[config.mk]
export PLATFORM = sky130hd
export DESIGN_NAME = acm_lane
export DESIGN_NICKNAME = d
export VERILOG_FILES = /design/src/rtl/acm_pkg.sv /design/src/rtl/acm_lane.sv
export SDC_FILE = /design/constraint.sdc
export NUM_CORES = 2
export LEC_CHECK = 0
export BUFFER_PORTS_ARGS = -buffer_cell sky130_fd_sc_hd__buf_2
export CAP_MARGIN = 40
export CORE_UTILIZATION = 47
export DETAILED_ROUTE_END_ITERATION = 8
export PLACE_DENSITY = 0.74
export SYNTH_ARGS = -nofsm -noshare
export SYNTH_HDL_FRONTEND = slang
export SYNTH_SLANG_ARGS = --single-unit
[constraint.sdc]
create_clock -name i_clk -period 4.8 [get_ports i_clk]
set_clock_uncertainty 0.15 [all_clocks]
set_input_delay 0.48 -clock i_clk [delete_from_list [all_inputs] [get_ports i_clk]]
set_output_delay 0.48 -clock i_clk [all_outputs]
set_load 0.02 [all_outputs]
[src/rtl/acm_pkg.sv]
// acm_pkg: shared types and constants of the anaglyph color matrix mixer.
// Holds the pixel item structs, coefficient bank, stage enables and widths.
// No dependencies.
package acm_pkg;

    // Coefficient format: signed fixed point, s1.14 by default
    localparam int COEF_WIDTH     = 16;
    localparam int COEF_FRAC_BITS = 14;

    // Register and pixel widths
    localparam int REG_W    = 48;
    localparam int NUM_REGS = 6;
    localparam int IDX_W    = 3;
    localparam int PIX_W    = 8;
    localparam int PACK_W   = 3 * COEF_WIDTH;

    // Datapath widths: coef x (pixel with a zero sign bit), then sums
    localparam int PROD_W = COEF_WIDTH + PIX_W + 1;
    localparam int SUM3_W = PROD_W + 2;
    localparam int ACC_W  = PROD_W + 4;
    localparam int QUO_W  = ACC_W - COEF_FRAC_BITS;

    localparam logic [PIX_W-1:0] PIX_MAX = {PIX_W{1'b1}};
    localparam logic signed [ACC_W-1:0] ROUND_HALF =
        ACC_W'(1) <<< (COEF_FRAC_BITS - 1);

    // Register indexes
    localparam logic [IDX_W-1:0] REG_LEFT_ROW_RED    = 3'd0;
    localparam logic [IDX_W-1:0] REG_LEFT_ROW_GREEN  = 3'd1;
    localparam logic [IDX_W-1:0] REG_LEFT_ROW_BLUE   = 3'd2;
    localparam logic [IDX_W-1:0] REG_RIGHT_ROW_RED   = 3'd3;
    localparam logic [IDX_W-1:0] REG_RIGHT_ROW_GREEN = 3'd4;
    localparam logic [IDX_W-1:0] REG_RIGHT_ROW_BLUE  = 3'd5;

    typedef logic [REG_W-1:0] t_row;

    typedef struct packed {
        logic [PIX_W-1:0] left_red;
        logic [PIX_W-1:0] left_green;
        logic [PIX_W-1:0] left_blue;
        logic [PIX_W-1:0] right_red;
        logic [PIX_W-1:0] right_green;
        logic [PIX_W-1:0] right_blue;
    } t_pix_in;

    typedef struct packed {
        logic [PIX_W-1:0] out_red;
        logic [PIX_W-1:0] out_green;
        logic [PIX_W-1:0] out_blue;
    } t_pix_out;

    typedef struct packed {
        t_row left_red;
        t_row left_green;
        t_row left_blue;
        t_row right_red;
        t_row right_green;
        t_row right_blue;
    } t_coef_bank;

    // Load enables of the four pipeline stages
    typedef struct packed {
        logic mul;
        logic sum;
        logic acc;
        logic sat;
    } t_stage_en;

endpackage

[src/rtl/acm_lane.sv]
// acm_lane: datapath of one output channel, four register stages:
// multiply, partial sums, total plus rounding, clamp. Depends on acm_pkg.
module acm_lane
    import acm_pkg::*;
(
    input  logic             i_clk,
    input  t_stage_en        i_en,
    input  t_pix_in          i_pix,
    input  t_row             i_lrow,
    input  t_row             i_rrow,
    output logic [PIX_W-1:0] o_value
);

    // Coefficient k of a row; bits past the register read as zero
    function automatic logic signed [COEF_WIDTH-1:0] coef_at(t_row row, int k);
        logic [PACK_W-1:0] ext;
        ext = PACK_W'(row);
        return ext[k*COEF_WIDTH +: COEF_WIDTH];
    endfunction

    logic [PIX_W-1:0] w_lpix [3];
    logic [PIX_W-1:0] w_rpix [3];

    logic signed [PROD_W-1:0] r_lprod [3];
    logic signed [PROD_W-1:0] r_rprod [3];
    logic signed [PROD_W-1:0] n_lprod [3];
    logic signed [PROD_W-1:0] n_rprod [3];
    logic signed [SUM3_W-1:0] r_lsum, r_rsum, n_lsum, n_rsum;
    logic signed [ACC_W-1:0]  r_acc, n_acc;
    logic [PIX_W-1:0]         r_value, n_value;
    logic [QUO_W-1:0]         w_quo;

    assign w_lpix[0] = i_pix.left_red;
    assign w_lpix[1] = i_pix.left_green;
    assign w_lpix[2] = i_pix.left_blue;
    assign w_rpix[0] = i_pix.right_red;
    assign w_rpix[1] = i_pix.right_green;
    assign w_rpix[2] = i_pix.right_blue;

    // Stage 1: six products, pixel taken as a non-negative signed value
    always_comb begin
        for (int k = 0; k < 3; k++) begin
            n_lprod[k] = coef_at(i_lrow, k) * $signed({1'b0, w_lpix[k]});
            n_rprod[k] = coef_at(i_rrow, k) * $signed({1'b0, w_rpix[k]});
        end
    end

    // Stage 2: left and right partial sums
    always_comb begin
        n_lsum = SUM3_W'(r_lprod[0]) + SUM3_W'(r_lprod[1]) + SUM3_W'(r_lprod[2]);
        n_rsum = SUM3_W'(r_rprod[0]) + SUM3_W'(r_rprod[1]) + SUM3_W'(r_rprod[2]);
    end

    // Stage 3: exact total plus half an LSB for round-to-nearest
    assign n_acc = ACC_W'(r_lsum) + ACC_W'(r_rsum) + ROUND_HALF;

    // Stage 4: drop the fraction and clamp to the pixel range once
    assign w_quo = r_acc[ACC_W-1:COEF_FRAC_BITS];

    always_comb begin
        if (r_acc[ACC_W-1]) begin
            n_value = '0;
        end else if (w_quo > QUO_W'(PIX_MAX)) begin
            n_value = PIX_MAX;
        end else begin
            n_value = w_quo[PIX_W-1:0];
        end
    end

    always_ff @(posedge i_clk) begin
        if (i_en.mul) begin
            r_lprod <= n_lprod;
            r_rprod <= n_rprod;
        end
        if (i_en.sum) begin
            r_lsum <= n_lsum;
            r_rsum <= n_rsum;
        end
        if (i_en.acc) begin
            r_acc <= n_acc;
        end
        if (i_en.sat) begin
            r_value <= n_value;
        end
    end

    assign o_value = r_value;

endmodule

# Word-level counts from Yosys, hierarchy flattened
# Index checks and enable logic that the tools add are counted.
# word_totals
ff_bits	241
input_bits	149
output_inout_bits	8
wordCells	24
# classes
add_sub_neg	6
n_mul	6
order_cmp	1
mux	1
# ops
operator	count
multiplier 16 x 9 -> 25 bit	6
adder 26 x 25 -> 27 bit	2
adder 25 x 25 -> 26 bit	2
adder 28 x 15 -> 29 bit, second input constant	1
adder 27 x 27 -> 28 bit	1
greater-than comparator 15 x 8 -> 1 bit, second input constant	1
two-way mux 8 bit	1

# Depth between registers and ports, before layout
# logic_depth
ltp_word	2
ltp_mapped	20
mapped_depth_nobuf	18

# Worst setup path after synthesis
# OpenSTA, ideal clock, no wires.
# synth_timing
kind	input -> register
startpoint	input i_pix[24] (netlist bit)
endpoint	register r_lprod[21] (netlist bit) (data pin)
setup_ps	261
arrival_ps	4749
required_time_ps	4389
path_slack_ps	-360
path_stages	16
n_path_buf	1
cell_sequence	clkbuf_1 > nand2_1 > fa_1 > inv_1 > fa_1 > fa_1 > inv_1 > fa_1 > inv_1 > ha_1 > a2111oi_1 > o21ai_0 > nand3_1 > a21o_1 > nand2_1 > a311o_1
# synth_rtl
element	line	text
start, declared	acm_lane.sv:8	input t_pix_in i_pix,
end signal, assigned	acm_lane.sv:72	r_lprod <= n_lprod;
end, declared	acm_lane.sv:24	logic signed [PROD_W-1:0] r_lprod [3];

==> flow_summary_export.csv <==
group,metric,value,unit
outcome,status,"complete, no violations",
logic_synthesis,synth_top_family_by_area,"adder cells",
floorplan,boundaryPins,157,
logic_synthesis,syn_area,39600,um2
critical_path,cpPeakStageDelay,550,ps
power,p_leak,0.02344,uW
logic_synthesis,yosys_most_used_dff,"edfxtp_1",
drt,wire_per_inst,14.85,um
logic_synthesis,synth_top_area_share,33.57,%
critical_path,critPathKind,"input port to register",
logic_synthesis,synth_top_cell_by_area,"fa_1",
clock_tree,numCtsBuffers,28,
sta,hold_slack,133.2,ps
power,peakVddDrop,0.5285,mV
floorplan,die_area,85420,um2
logic_synthesis,synth_edf_count,227,
final_layout,final_cell_mix,"inv_1 (951), fa_1 (663), nand2_1 (440), buf_4 (431), and2_1 (423)",
drt,ant_nets,0,
final_layout,n_fill_cell,7289,
critical_path,critPathLaunchType,"input port",
clock_tree,clk_path_buf_depth,3,
sta,fin_crit_sh,95.26,%
logic_synthesis,synth.area.mux_share,0.1833,%
sta,fmax,0.2187,GHz
sta,maxSlewViolCount,0,
final_layout,antenna_cells,0,
final_layout,drive_above_1_share,14.49,%
logic_synthesis,synth_fa_ha_area_share,46.27,%
logic_synthesis,synth-simple-area-share,14.05,%
logic_synthesis,ys_ff_latch,227,
critical_path,worstSetupEndpointType,"register",
place,port_buffers,156,
clock_tree,insertion_delay,560,ps
global_routing,gr-total-overflow,0,
logic_synthesis,synth_compound_area_share,8.692,%
logic_synthesis,yosys-top-cells-area,"fa_1 (34%), edfxtp_1 (17%), ha_1 (13%)",
drt,drtIter0Drc,1427,
final_layout,area_growth,16.09,%
drt,dr.pass1.iters,5,
clock_tree,cts_setup_buffers,0,
logic_synthesis,avgSynthCellArea,9.584,um2
drt,drc_errors,0,
clock_tree,cts_root_buffer,"clkbuf_16",
critical_path,critPathMaxFanout,11,
floorplan,rows,106,
final_layout,final_common_cell,"inv_1",
clock_tree,htree_levels,1,
logic_synthesis,netlist_instances,4132,
logic_synthesis,synth_cell_types,70,
floorplan,coreArea,83560,um2
critical_path,worst_path_max_delay_cell,"fa_1",
floorplan,start_util,47.39,%
place,dp_hpwl,74.49,mm
final_layout,nets,5905,
critical_path,required,4970,ps
logic_synthesis,synth_xor_area_share,3.959,%
critical_path,crit_buf_inv,6,
sta,hold_viol_final,0,
logic_synthesis,seq_area_frac_synth,17.21,%
final_layout,multiInputGateArea,29180,um2
power,power_density,767.2,nW/um2
critical_path,critical_path.top_delay_family,"adder cells",
logic_synthesis,yosysWarnings,0,
place,place.gp.congestion,0.8848,
clock_tree,path_clk_slew,60,ps
sta,rsz0062_at_grt,"no",
sta,period_needed,4573,ps
final_layout,seq_area,6817,um2
global_routing,antenna_found_initial,2,
logic_synthesis,async_flop_share,0,%
floorplan,die_h,292.3,um
sta,maxSlewHeadroom,54.00,%
drt,vias_per_cell,5.082,
global_routing,grt_max_degree,95,
sta,tightest_slew,672.6,ps
sta,setup-violations-final,0,
floorplan,fp.dieW,292.3,um
drt,vias,29410,
logic_synthesis,synth_nets,5347,
global_routing,grt_pass1_wl,148.1,mm
clock_tree,cts_tree,"built",
global_routing,grtUsageTotal,20.96,%
job,maxCapViolCount,0,
critical_path,critPathArrivalTime,4740,ps
drt,routed_wl,85.92,mm
critical_path,crit_chain,"buf_2 -> buf_4 -> nand2_1 -> fa_1 -> inv_1 -> ha_1 -> ha_1 -> inv_1 -> fa_1 -> inv_1 -> ha_1 -> fa_1 -> a21oi_1 -> nor3_1 -> o31ai_1 -> a21boi_1 -> a21o_1 -> a21oi_1 -> xnor2_1 -> buf_4",
global_routing,grt_pass1_vias,31450,
sta,fin_tns_setup,0,ps
hold_path,hp-class,"input port to register",
clock_tree,clock_sinks,227,
logic make-up after synthesis:
| logic type | Yosys count |
|---|---|
| buffers and inverters | 1016 |
| XOR/XNOR | 179 |
| AO/OA/AOI/OAI | 526 |
| multiplexers | 7 |
| adder cells (fa/ha/maj) | 1066 |
| AND/OR/NAND/NOR | 1111 |
| flip-flops | 227 |
layout make-up:
cell class / instances / area share (%)
Multi-Input combinational cell: 2889 / 63.47
Sequential cell: 227 / 14.83
Timing Repair Buffer: 593 / 9.003
Inverter: 951 / 7.765
Tap cell: 1080 / 2.939
Clock buffer: 33 / 1.611
Clock inverter: 14 / 0.3865
path summary, 6_finish.rpt:
kind | from | to | slack (ps) | cells past startpoint
min | i_en[0] | o_value[1] | 130 | 1
max reg2reg | r_rprod[1] | r_rsum[25] | 1100 | 11
min reg2reg | r_acc[18] | o_value[4] | 550 | 2
max | i_pix[32] | r_lprod[49] | 230 | 20
Yosys cell counts, drive strengths merged, types with 12 or more instances:
cell type  instances
nor3              28
o21ai             96
o21bai            22
ha               402
inv              951
nand2            442
nor2b             12
xnor2            125
edfxtp           227
nand4             12
o21a              26
a211oi            25
nand3             39
clkbuf            65
a31oi             15
a21oi            167
fa               664
and2             424
o211ai            12
a21o              65
xor2              54
nand2b            14
nor2              93
metrics by stage:
step	total power, uW	util [%]	instances	worst slack [ps]	instance area (um2)
2_1_floorplan	24440	-	4132	1.431	39850
3_3_place_gp	32340	53.82	5737	-412.3	44970
3_5_place_dp	32960	53.87	5739	-408.2	45010
4_1_cts	35430	54.98	5787	146.0	45940
5_1_grt	39180	55.02	5787	12.23	45970
6_report	35270	55.02	5787	227.3	45970
routing by layer:
| layer | share of wire, % | track usage [%] | routed length [um] | vias to the layer above |
|---|---|---|---|---|
| li1 | - | - | - | 14090 |
| met1 | 44 | 27.82 | 37920 | 14600 |
| met2 | 50 | 37.00 | 42610 | 581 |
| met3 | 4.4 | 2.147 | 3808 | 130 |
| met4 | 1.8 | 4.559 | 1559 | 4 |
| met5 | 0.027 | 0 | 23 | - |
registers in the layout (all words and copies together), names as in the netlist:
signal   count
r_lprod     75
r_rprod     75
r_lsum      27
r_rsum      27
r_acc       15
o_value      8
power breakdown:
group	internal, uW	switching [uW]	total [uW]
clock network	1310	812	2120
logic	13100	14700	27800
registers	4660	728	5390
repair_timing:
item / in CTS / in global routing
endpoints found under the hold margin: 3 / 0
hold buffers: 1 / 0
gates resized for setup: 0 / 14
setup endpoints to repair: 0 / 15
Note: power is estimated with default switching activity, not from simulation.
